## src/design/co2vfd_pkg.sv

```systemverilog
// Shared types, constants and reset values for the CO2 valve and fan dosing controller.
package co2vfd_pkg;

  localparam int TIME_W = 32;
  localparam int PPM_W  = 16;
  localparam int BAND_W = 10;
  localparam int WAIT_W = 20;
  localparam int MS_W   = 16;
  localparam int FAN_W  = 10;
  localparam int MAG_W  = 10;   // clamped deviation, 0..1000
  localparam int PROD_W = 26;   // deviation times pulse limit, below 2^26
  localparam int QUO_W  = 17;   // product / 1000
  localparam int DIVX_W = 23;   // product / 8
  localparam int RECIP_W = 24;
  localparam int DIVP_W = DIVX_W + RECIP_W;
  localparam int ADDR_W = 5;
  localparam int APB_W  = 32;

  localparam logic [PPM_W-1:0] STEP_PPM  = 16'd5;
  localparam logic [PPM_W-1:0] PULSE_DIV = 16'd1000;
  localparam logic [MS_W-1:0]  PULSE_MIN = 16'd50;
  localparam logic [PPM_W-1:0] NO_REMOTE = 16'hFFFF;
  localparam logic [PPM_W-1:0] NO_TARGET = 16'd0;

  // floor(x/125) = (x * ceil(2^30/125)) >> 30, exact for x < 2^23
  localparam logic [RECIP_W-1:0] DIV125_MUL = 24'd8589935;
  localparam int DIV125_SHIFT = 30;
  localparam int DIV8_SHIFT   = 3;

  localparam logic [BAND_W-1:0] BAND_RST      = 10'd50;
  localparam logic [WAIT_W-1:0] IDLE_WAIT_RST = 20'd5000;
  localparam logic [MS_W-1:0]   MAX_OPEN_RST  = 16'd2000;
  localparam logic [PPM_W-1:0]  MIN_TGT_RST   = 16'd200;
  localparam logic [PPM_W-1:0]  MAX_TGT_RST   = 16'd1500;
  localparam logic [FAN_W-1:0]  FAN_IDLE_RST  = 10'd0;
  localparam logic [FAN_W-1:0]  FAN_FULL_RST  = 10'd1000;
  localparam logic [PPM_W-1:0]  START_TGT_RST = 16'd1000;

  typedef enum logic [1:0] {
    VALVE_NONE  = 2'd0,
    VALVE_OPEN  = 2'd1,
    VALVE_CLOSE = 2'd2
  } valve_act_t;

  typedef enum logic [2:0] {
    REG_BAND      = 3'd0,
    REG_IDLE_WAIT = 3'd1,
    REG_MAX_OPEN  = 3'd2,
    REG_MIN_TGT   = 3'd3,
    REG_MAX_TGT   = 3'd4,
    REG_FAN_IDLE  = 3'd5,
    REG_FAN_FULL  = 3'd6,
    REG_START_TGT = 3'd7
  } reg_idx_t;

  typedef struct packed {
    logic [BAND_W-1:0] band;
    logic [WAIT_W-1:0] idle_wait;
    logic [MS_W-1:0]   max_open;
    logic [PPM_W-1:0]  min_tgt;
    logic [PPM_W-1:0]  max_tgt;
    logic [FAN_W-1:0]  fan_idle;
    logic [FAN_W-1:0]  fan_full;
  } cfg_t;

  typedef struct packed {
    logic [TIME_W-1:0] now_ms;
    logic [PPM_W-1:0]  co2_ppm;
    logic              co2_valid;
    logic [PPM_W-1:0]  remote_target;
    logic              in_main_menu;
    logic              turn_up;
    logic              turn_down;
  } in_item_t;

  // tick decision, pulse length still as product and limit
  typedef struct packed {
    valve_act_t        valve_action;
    logic              fan_write;
    logic [FAN_W-1:0]  fan_speed;
    logic              valve_open_now;
    logic [PROD_W-1:0] pulse_prod;
    logic [MS_W-1:0]   pulse_max;
    logic [PPM_W-1:0]  target_now;
  } dec_t;

  typedef struct packed {
    valve_act_t        valve_action;
    logic              fan_write;
    logic [FAN_W-1:0]  fan_speed;
    logic              valve_open_now;
    logic [MS_W-1:0]   pulse_length_ms;
    logic [PPM_W-1:0]  target_now;
  } out_item_t;

endpackage

```

## src/design/co2_valve_fan_dosing_controller.sv

```systemverilog
// Top level of the CO2 valve and fan dosing controller.
//
// One input beat is one control tick: time in ms, CO2 reading, remote
// setpoint and knob events. Each tick yields exactly one result beat with
// the valve command, the fan command, the pulse state and the setpoint.
// Configuration is an APB port, register i at byte address 4*i; pready is
// always high and writes land in the access cycle.
// Pipeline: input register, decision register, result register.
// Throughput is one beat per cycle while out_tready is high: the decision
// stage updates the controller state as it takes each beat, and the pulse
// time is kept as the product deviation*limit so the next tick compares
// against it without a divide; the divide by 1000 happens in the result
// stage.
// Each stage has its own valid bit and takes a new beat when it is empty or
// its successor moves, so a stalled receiver fills the pipe (three beats)
// before in_tready drops. Nothing is lost or repeated under stalls.
// Reset (rst_n low, synchronous) empties the pipe, restores the register
// reset values and loads the setpoint with the start target reset value.
module co2_valve_fan_dosing_controller (
  input  logic                          clk,
  input  logic                          rst_n,
  // input beat
  input  logic                          in_tvalid,
  output logic                          in_tready,
  // [31:0] now_ms, [47:32] co2_ppm, [63:48] remote_target,
  // [64] in_main_menu, [65] turn_up, [66] turn_down, [71:67] zero
  input  logic [71:0]                   in_tdata,
  // [0] co2_valid
  input  logic                          in_tuser,
  // result beat
  output logic                          out_tvalid,
  input  logic                          out_tready,
  // [1:0] valve_action, [11:2] fan_speed, [12] valve_open_now,
  // [28:13] pulse_length_ms, [44:29] target_now, [47:45] zero
  output logic [47:0]                   out_tdata,
  // [0] fan_write
  output logic                          out_tuser,
  // configuration
  input  logic                          psel,
  input  logic                          penable,
  input  logic                          pwrite,
  input  logic [co2vfd_pkg::ADDR_W-1:0] paddr,
  input  logic [co2vfd_pkg::APB_W-1:0]  pwdata,
  output logic [co2vfd_pkg::APB_W-1:0]  prdata,
  output logic                          pready
);
  import co2vfd_pkg::*;

  cfg_t      cfg;
  in_item_t  item_r;
  logic      item_vld_r;
  logic      core_rdy;
  dec_t      dec;
  logic      dec_vld;
  logic      pulse_rdy;
  out_item_t res;

  co2vfd_regs u_regs (
    .clk     (clk),
    .rst_n   (rst_n),
    .psel    (psel),
    .penable (penable),
    .pwrite  (pwrite),
    .paddr   (paddr),
    .pwdata  (pwdata),
    .prdata  (prdata),
    .pready  (pready),
    .cfg     (cfg)
  );

  // input register
  assign in_tready = !item_vld_r || core_rdy;

  always_ff @(posedge clk) begin
    if (!rst_n) begin
      item_vld_r <= 1'b0;
    end else if (in_tready) begin
      item_vld_r <= in_tvalid;
    end
  end

  always_ff @(posedge clk) begin
    if (in_tvalid && in_tready) begin
      item_r.now_ms        <= in_tdata[31:0];
      item_r.co2_ppm       <= in_tdata[47:32];
      item_r.co2_valid     <= in_tuser;
      item_r.remote_target <= in_tdata[63:48];
      item_r.in_main_menu  <= in_tdata[64];
      item_r.turn_up       <= in_tdata[65];
      item_r.turn_down     <= in_tdata[66];
    end
  end

  co2vfd_core u_core (
    .clk      (clk),
    .rst_n    (rst_n),
    .cfg      (cfg),
    .item     (item_r),
    .item_vld (item_vld_r),
    .dn_rdy   (pulse_rdy),
    .rdy      (core_rdy),
    .dec      (dec),
    .dec_vld  (dec_vld)
  );

  co2vfd_pulse u_pulse (
    .clk     (clk),
    .rst_n   (rst_n),
    .dec     (dec),
    .dec_vld (dec_vld),
    .out_rdy (out_tready),
    .rdy     (pulse_rdy),
    .res     (res),
    .res_vld (out_tvalid)
  );

  assign out_tdata = {3'b000, res.target_now, res.pulse_length_ms, res.valve_open_now,
                      res.fan_speed, res.valve_action};
  assign out_tuser = res.fan_write;

endmodule

```

## src/design/co2vfd_regs.sv

```systemverilog
// APB configuration registers of the dosing controller.
module co2vfd_regs (
  input  logic                          clk,
  input  logic                          rst_n,
  input  logic                          psel,
  input  logic                          penable,
  input  logic                          pwrite,
  input  logic [co2vfd_pkg::ADDR_W-1:0] paddr,
  input  logic [co2vfd_pkg::APB_W-1:0]  pwdata,
  output logic [co2vfd_pkg::APB_W-1:0]  prdata,
  output logic                          pready,
  output co2vfd_pkg::cfg_t              cfg
);
  import co2vfd_pkg::*;

  cfg_t              cfg_r;
  logic [PPM_W-1:0]  start_tgt_r;
  logic              wr_en;
  reg_idx_t          idx;

  assign pready = 1'b1;
  assign wr_en  = psel && penable && pwrite && pready;
  assign idx    = reg_idx_t'(paddr[ADDR_W-1:2]);
  assign cfg    = cfg_r;

  always_ff @(posedge clk) begin
    if (!rst_n) begin
      cfg_r.band      <= BAND_RST;
      cfg_r.idle_wait <= IDLE_WAIT_RST;
      cfg_r.max_open  <= MAX_OPEN_RST;
      cfg_r.min_tgt   <= MIN_TGT_RST;
      cfg_r.max_tgt   <= MAX_TGT_RST;
      cfg_r.fan_idle  <= FAN_IDLE_RST;
      cfg_r.fan_full  <= FAN_FULL_RST;
      start_tgt_r     <= START_TGT_RST;
    end else if (wr_en) begin
      case (idx)
        REG_BAND:      cfg_r.band      <= pwdata[BAND_W-1:0];
        REG_IDLE_WAIT: cfg_r.idle_wait <= pwdata[WAIT_W-1:0];
        REG_MAX_OPEN:  cfg_r.max_open  <= pwdata[MS_W-1:0];
        REG_MIN_TGT:   cfg_r.min_tgt   <= pwdata[PPM_W-1:0];
        REG_MAX_TGT:   cfg_r.max_tgt   <= pwdata[PPM_W-1:0];
        REG_FAN_IDLE:  cfg_r.fan_idle  <= pwdata[FAN_W-1:0];
        REG_FAN_FULL:  cfg_r.fan_full  <= pwdata[FAN_W-1:0];
        REG_START_TGT: start_tgt_r     <= pwdata[PPM_W-1:0];
        default: ;
      endcase
    end
  end

  always_comb begin
    case (idx)
      REG_BAND:      prdata = APB_W'(cfg_r.band);
      REG_IDLE_WAIT: prdata = APB_W'(cfg_r.idle_wait);
      REG_MAX_OPEN:  prdata = APB_W'(cfg_r.max_open);
      REG_MIN_TGT:   prdata = APB_W'(cfg_r.min_tgt);
      REG_MAX_TGT:   prdata = APB_W'(cfg_r.max_tgt);
      REG_FAN_IDLE:  prdata = APB_W'(cfg_r.fan_idle);
      REG_FAN_FULL:  prdata = APB_W'(cfg_r.fan_full);
      REG_START_TGT: prdata = APB_W'(start_tgt_r);
      default:       prdata = '0;
    endcase
  end

endmodule

```

## src/design/co2vfd_core.sv

```systemverilog
// Per-tick decision logic with the controller state and the decision register.
module co2vfd_core (
  input  logic                  clk,
  input  logic                  rst_n,
  input  co2vfd_pkg::cfg_t      cfg,
  input  co2vfd_pkg::in_item_t  item,
  input  logic                  item_vld,
  input  logic                  dn_rdy,
  output logic                  rdy,
  output co2vfd_pkg::dec_t      dec,
  output logic                  dec_vld
);
  import co2vfd_pkg::*;

  // controller state
  logic [PPM_W-1:0]  sp_r, sp_nxt;
  logic              pulse_r, pulse_nxt;
  logic [TIME_W-1:0] last_r, last_nxt;
  logic [PROD_W-1:0] prod_r, prod_nxt;
  logic [MS_W-1:0]   pmax_r, pmax_nxt;

  dec_t              dec_r, dec_nxt;
  logic              dec_vld_r;
  logic              take;

  logic [PPM_W-1:0]  sp_base;
  logic [TIME_W-1:0] elapsed;
  logic [PROD_W-1:0] el_scaled;
  logic              close_ok;
  logic              wait_ok;
  logic              low;
  logic [PPM_W-1:0]  mag;
  logic              over;
  logic [MAG_W-1:0]  mag_c;
  logic [PROD_W-1:0] open_prod;
  logic [PPM_W:0]    up_v;
  logic [PPM_W-1:0]  dn_v;
  logic [PPM_W-1:0]  sp_k;

  assign rdy     = !dec_vld_r || dn_rdy;
  assign take    = item_vld && rdy;
  assign dec     = dec_r;
  assign dec_vld = dec_vld_r;

  always_comb begin
    sp_base = ((item.remote_target != NO_TARGET) && (item.remote_target != NO_REMOTE))
              ? item.remote_target : sp_r;
    elapsed = item.now_ms - last_r;

    // elapsed >= clamp(floor(prod/1000), 50, limit) without dividing:
    // floor(prod/1000) <= e  <=>  1000*e + 999 >= prod
    el_scaled = PROD_W'(elapsed[MS_W-1:0]) * PROD_W'(PULSE_DIV)
              + PROD_W'(PULSE_DIV - 16'd1);
    close_ok  = (elapsed >= TIME_W'(pmax_r))
             || ((elapsed >= TIME_W'(PULSE_MIN)) && (elapsed[TIME_W-1:MS_W] == '0)
                 && (el_scaled >= prod_r));
    wait_ok   = elapsed >= TIME_W'(cfg.idle_wait);

    low  = sp_base > item.co2_ppm;
    mag  = low ? (sp_base - item.co2_ppm) : (item.co2_ppm - sp_base);
    over = mag > PPM_W'(cfg.band);
    // a deviation of 1000 or more already saturates at the pulse limit
    mag_c     = (mag >= PULSE_DIV) ? PULSE_DIV[MAG_W-1:0] : mag[MAG_W-1:0];
    open_prod = PROD_W'(mag_c) * PROD_W'(cfg.max_open);

    dec_nxt.valve_action = VALVE_NONE;
    dec_nxt.fan_write    = 1'b0;
    dec_nxt.fan_speed    = '0;
    pulse_nxt = pulse_r;
    last_nxt  = last_r;
    prod_nxt  = prod_r;
    pmax_nxt  = pmax_r;

    if (item.co2_valid) begin
      if (pulse_r) begin
        if (close_ok) begin
          dec_nxt.valve_action = VALVE_CLOSE;
          dec_nxt.fan_write    = 1'b1;
          dec_nxt.fan_speed    = cfg.fan_idle;
          pulse_nxt = 1'b0;
          last_nxt  = item.now_ms;
        end
      end else if (wait_ok) begin
        dec_nxt.fan_write    = 1'b1;
        dec_nxt.valve_action = VALVE_CLOSE;
        dec_nxt.fan_speed    = cfg.fan_idle;
        if (over && !low) begin
          dec_nxt.fan_speed = cfg.fan_full;
        end else if (over) begin
          dec_nxt.valve_action = VALVE_OPEN;
          pulse_nxt = 1'b1;
          last_nxt  = item.now_ms;
          prod_nxt  = open_prod;
          pmax_nxt  = cfg.max_open;
        end
      end
    end

    // knob: raise first, then lower
    sp_k = sp_base;
    up_v = {1'b0, sp_k} + {1'b0, STEP_PPM};
    if (item.in_main_menu && item.turn_up) begin
      sp_k = (up_v < {1'b0, cfg.max_tgt}) ? up_v[PPM_W-1:0] : cfg.max_tgt;
    end
    dn_v = sp_k - STEP_PPM;
    if (item.in_main_menu && item.turn_down) begin
      if (sp_k < STEP_PPM) begin
        sp_k = cfg.min_tgt;
      end else begin
        sp_k = (dn_v > cfg.min_tgt) ? dn_v : cfg.min_tgt;
      end
    end
    sp_nxt = sp_k;

    dec_nxt.valve_open_now = pulse_nxt;
    dec_nxt.pulse_prod     = prod_nxt;
    dec_nxt.pulse_max      = pmax_nxt;
    dec_nxt.target_now     = sp_nxt;
  end

  always_ff @(posedge clk) begin
    if (!rst_n) begin
      sp_r      <= START_TGT_RST;
      pulse_r   <= 1'b0;
      last_r    <= '0;
      prod_r    <= '0;
      pmax_r    <= '0;
      dec_vld_r <= 1'b0;
    end else begin
      if (take) begin
        sp_r    <= sp_nxt;
        pulse_r <= pulse_nxt;
        last_r  <= last_nxt;
        prod_r  <= prod_nxt;
        pmax_r  <= pmax_nxt;
      end
      if (rdy) begin
        dec_vld_r <= item_vld;
      end
    end
  end

  always_ff @(posedge clk) begin
    if (take) begin
      dec_r <= dec_nxt;
    end
  end

endmodule

```

## src/design/co2vfd_pulse.sv

```systemverilog
// Pulse length finish (product / 1000, clamp) and the result register.
module co2vfd_pulse (
  input  logic                  clk,
  input  logic                  rst_n,
  input  co2vfd_pkg::dec_t      dec,
  input  logic                  dec_vld,
  input  logic                  out_rdy,
  output logic                  rdy,
  output co2vfd_pkg::out_item_t res,
  output logic                  res_vld
);
  import co2vfd_pkg::*;

  out_item_t         res_r, res_nxt;
  logic              res_vld_r;
  logic              load;
  logic [DIVX_W-1:0] div_x;
  logic [DIVP_W-1:0] div_p;
  logic [QUO_W-1:0]  quo;
  logic [QUO_W-1:0]  quo_lo;

  assign rdy     = !res_vld_r || out_rdy;
  assign load    = dec_vld && rdy;
  assign res     = res_r;
  assign res_vld = res_vld_r;

  always_comb begin
    // /1000 as /8 then reciprocal multiply for /125
    div_x  = dec.pulse_prod[PROD_W-1:DIV8_SHIFT];
    div_p  = DIVP_W'(div_x) * DIVP_W'(DIV125_MUL);
    quo    = div_p[DIV125_SHIFT +: QUO_W];
    quo_lo = (quo < QUO_W'(PULSE_MIN)) ? QUO_W'(PULSE_MIN) : quo;

    res_nxt.valve_action   = dec.valve_action;
    res_nxt.fan_write      = dec.fan_write;
    res_nxt.fan_speed      = dec.fan_speed;
    res_nxt.valve_open_now = dec.valve_open_now;
    // upper limit wins when it is below the minimum pulse
    res_nxt.pulse_length_ms = (quo_lo > QUO_W'(dec.pulse_max)) ? dec.pulse_max
                                                                : quo_lo[MS_W-1:0];
    res_nxt.target_now     = dec.target_now;
  end

  always_ff @(posedge clk) begin
    if (!rst_n) begin
      res_vld_r <= 1'b0;
    end else if (rdy) begin
      res_vld_r <= dec_vld;
    end
  end

  always_ff @(posedge clk) begin
    if (load) begin
      res_r <= res_nxt;
    end
  end

endmodule

```

## config.mk

```make
export PLATFORM = sky130hd
export DESIGN_NAME = co2_valve_fan_dosing_controller
export DESIGN_NICKNAME = d
export VERILOG_FILES = /design/src/design/co2vfd_pkg.sv /design/src/design/co2_valve_fan_dosing_controller.sv /design/src/design/co2vfd_regs.sv /design/src/design/co2vfd_core.sv /design/src/design/co2vfd_pulse.sv
export SDC_FILE = /design/constraint.sdc
export NUM_CORES = 2
export LEC_CHECK = 0
export ABC_CLOCK_PERIOD_IN_PS = 9950
export BUFFER_PORTS_ARGS = -buffer_cell sky130_fd_sc_hd__buf_2
export CORE_AREA = 2 2 321 323
export DETAILED_ROUTE_END_ITERATION = 10
export DIE_AREA = 0 0 323 325
export GPL_TIMING_DRIVEN = 0
export PLACE_DENSITY = 0.65
export SLEW_MARGIN = 20
export SYNTH_ARGS = -nofsm -noshare
export SYNTH_HDL_FRONTEND = slang
export SYNTH_SLANG_ARGS = --single-unit
```

## constraint.sdc

```tcl
create_clock -name clk -period 9.95 [get_ports clk]
set_input_delay 1.99 -clock clk [delete_from_list [all_inputs] [get_ports clk]]
set_output_delay 1.99 -clock clk [all_outputs]
set_load 0.02 [all_outputs]
```

==> results.tsv <==
stage	metric	value	unit
outcome	outcome	finished with violations	
outcome	failing checks	setup timing	
floorplanning	Starting Density	39.7	%
global_routing	overall routing resource usage	22.9	%
floorplanning	Die ar.	0.105	sq mm
yosys	Post-Syn Area	0.0402	sq mm
global_routing	first-pass GRT wire length	189000	um
yosys	Yosys top cell area share	16.8	%
timing	post-layout min period	10.28	ns
global_routing	gr ovfl total	0	
yosys	distinct cell type count after synthesis	119	
timing	worst-margin pin slew	1.08	ns
cells_and_area	Synth-to-Final Area Change	19.4	%
route	final wirelength	123000	um
yosys	EDFF count, synth	183	
timing	Fin. Hold Viols	0	
yosys	FFs w/ async S/R, synth	0	%
yosys	synth top area cells	ha_1, fa_1, edfxtp_1, dfxtp_1, inv_1	
setup_path	Worst setup EP type	flop	
placement	# port buffers	154	
timing	final clock period utilization by the worst path	103	%
cells_and_area	FILL cells	9638	
floorplanning	die height	325	um
timing	setup ws final	-0.332	ns
yosys	Main synth FF type	dfxtp_1	
yosys	Synth Instances	4350	
timing	Sum Neg Setup Slack	-2.69	ns
setup_path	Setup Crit Path Kind	flop to flop	
clock_network	hold_buf cts	0	
timing	final setup fails	15	
cells_and_area	register area	0.00966	sq mm
clock_network	Worst-path clk slew	0.06	ns
setup_path	Max stage delay on crit path	0.52	ns
route	Vias	33474	
route	DRC violations left	0	
flow_run	max cap viols	0	
timing	clk_skew	0.0362	ns
clock_network	maximum clock path buffer count	3	
floorplanning	die span in x	323	um
setup_path	Top cell by count, worst path	fa_1	
yosys	Mean Syn Cell Area	9.24	sq um
placement	dpl hpwl	95900	um
route	drt pass-1 iters	7	
placement	RePlAce Congestion	0.990	
cells_and_area	share of cells above drive strength 1	17.2	%
cells_and_area	nets@finish	5729	
floorplanning	Core ar.	0.101	sq mm
timing	Worst slew margin	28.0	%
setup_path	reg-to-reg slack, setup	-0.33	ns
setup_path	Worst Path Buf+Inv	11	
placement	post-place setup slack	-2.29	ns
min_path	Hold WC Path Type	flop to flop	
timing	final-report max-slew violation count	0	
yosys	Synth area leader	ha_1	
clock_network	Root Driver	clkbuf_16	
timing	FMAX	97.3	MHz
route	WL/cell	19.9	um
clock_network	CTS tree	done	
setup_path	CP max stage cell	fa_1	
global_routing	initial antenna violation count	3	
clock_network	Sink Count	391	
setup_path	CP arrival	10.65	ns
cells_and_area	multi-input logic area	0.0291	sq mm
floorplanning	Top Ports	201	
setup_path	Req. time, crit path	10.32	ns
clock_network	clock latency at the later pin of the worst-skew pair	0.62	ns
global_routing	pin count of the biggest net entering global routing	43	
setup_path	peak fanout along the critical path	7	
route	Via density	5.44	
global_routing	vias in the first global route	33396	
setup_path	Worst Setup Start Kind	flop	
yosys	yosys warns	0	
clock_network	H-tree Lvls	2	
setup_path	cell family with the largest share of critical-path delay	adder cells	
route	Starting DRT DRC Count	2458	
clock_network	Inserted Clock Buffers	44	
yosys	register area share after synthesis	24.0	%
floorplanning	Rows	117	
yosys	#FFs+latches synth	391	
route	DRT antenna net count	0	
timing	RSZ-0062 raised after global routing	yes	
sequential cells by signal, indices dropped and copies added, names as in the netlist, named ones only:
name and cells:
u_regs.start_tgt_r 16, u_core.pmax_r 16, u_core.sp_r 16, u_core.prod_r 23, u_pulse.res_vld 1, item_r 68, u_core.dec 69, u_regs.cfg 98
u_core.pulse_r 1, u_core.dec_vld 1, u_core.last_r 32, item_vld_r 1, u_pulse.res 46
routing by layer:
| metal | vias up | global-route usage, % | wire length [um] | part of all wire [%] |
|---|---|---|---|---|
| met4 | 0 | 9.59 | 5840 | 4.8 |
| met3 | 236 | 2.63 | 6670 | 5.4 |
| met1 | 16396 | 29.5 | 51300 | 42 |
| li1 | 15694 | - | - | - |
| met2 | 1148 | 38.9 | 58900 | 48 |
| met5 | - | 0 | 0 | 0 |
per-stage QoR:
step,instances,utilization (%),area (sq um),hold slack (ns)
finish,6156,47.4,48000,0.409
global route,6156,47.4,48000,0.424
CTS,6107,46.5,47100,0.415
detailed placement,5892,42.6,43100,0.406
global placement,5886,42.3,42900,0.407
floorplan,4364,-,40400,0.400
cell usage after synthesis, drive strengths merged (8+ instances only):
library cell    n
a22oi          10
nand2         505
mux2           63
o211ai         39
or3            17
clkbuf        123
a211oi         22
ha            541
o21a           44
nand3          81
and2           35
buf            62
a21o           57
dfxtp         208
nand4          80
xnor2          77
a31oi          29
and4           13
mux2i          87
nor4           26
edfxtp        183
a2111oi         9
mux4            8
a221oi         18
inv           648
a311oi          9
o22ai           9
o2bb2ai        12
o21bai         13
nand2b         36
fa            322
nor3           53
a21oi         269
a21boi          8
o21ai         120
or2            14
xor2           53
a211o           9
and3           58
nor2b          56
o31ai          58
nor2          156
area by class of cell:
type / count / area share, %
tap: 1368 / 3.56
antenna: 3 / 0.0156
timing repair buffer: 345 / 5.34
sequential: 391 / 20.1
multi-input combinational: 3139 / 60.6
clock inverter: 28 / 0.633
clock buffer: 54 / 2.50
buffer: 179 / 2.13
inverter: 649 / 5.07
path summary, 6_finish.rpt:
kind	start	to	depth (start not counted)
max	item_r[16]$_DFFE_PP_	u_core.dec[54]$_DFFE_PP_	40
min	u_core.dec[60]$_SDFFCE_PN0P_	u_pulse.res[34]$_DFFE_PP_	0
max reg2reg	item_r[16]$_DFFE_PP_	u_core.dec[54]$_DFFE_PP_	40
min reg2reg	u_core.dec[60]$_SDFFCE_PN0P_	u_pulse.res[34]$_DFFE_PP_	0
timing repair:
action / CTS / global route
resized for setup: 269 / 110
setup endpoints to repair: 102 / 89
gates cloned: 3 / 0
buffers inserted: 135 / 48
pin swaps: 137 / 81
cell families after synthesis:
group | after synthesis | synth area share, %
AND/OR/NAND/NOR | 1162 | 14.0
adder cells (fa/ha/maj) | 863 | 32.9
buffers and inverters | 834 | 8.27
AO/OA/AOI/OAI | 810 | 13.5
flip-flops | 391 | 24.0
multiplexers | 158 | 4.46
XOR/XNOR | 130 | 2.83
other | 2 | 0.0187
placed cells by master (no fill, tap or decap), drive strengths merged, types with 77 or more instances in the layout:
master | netlist | final
nand2 | 505 | 505
xnor2 | 77 | 77
edfxtp | 183 | 183
mux2i | 87 | 87
dfxtp | 208 | 208
clkbuf | 123 | 173
inv | 648 | 655
a21oi | 269 | 269
nand4 | 80 | 80
nor2 | 156 | 156
buf | 62 | 402
nand3 | 81 | 81
ha | 541 | 541
fa | 322 | 322
o21ai | 120 | 120
Power is not shown: default switching activity piles up to over one toggle a cycle in this logic, so the estimate is an artifact.
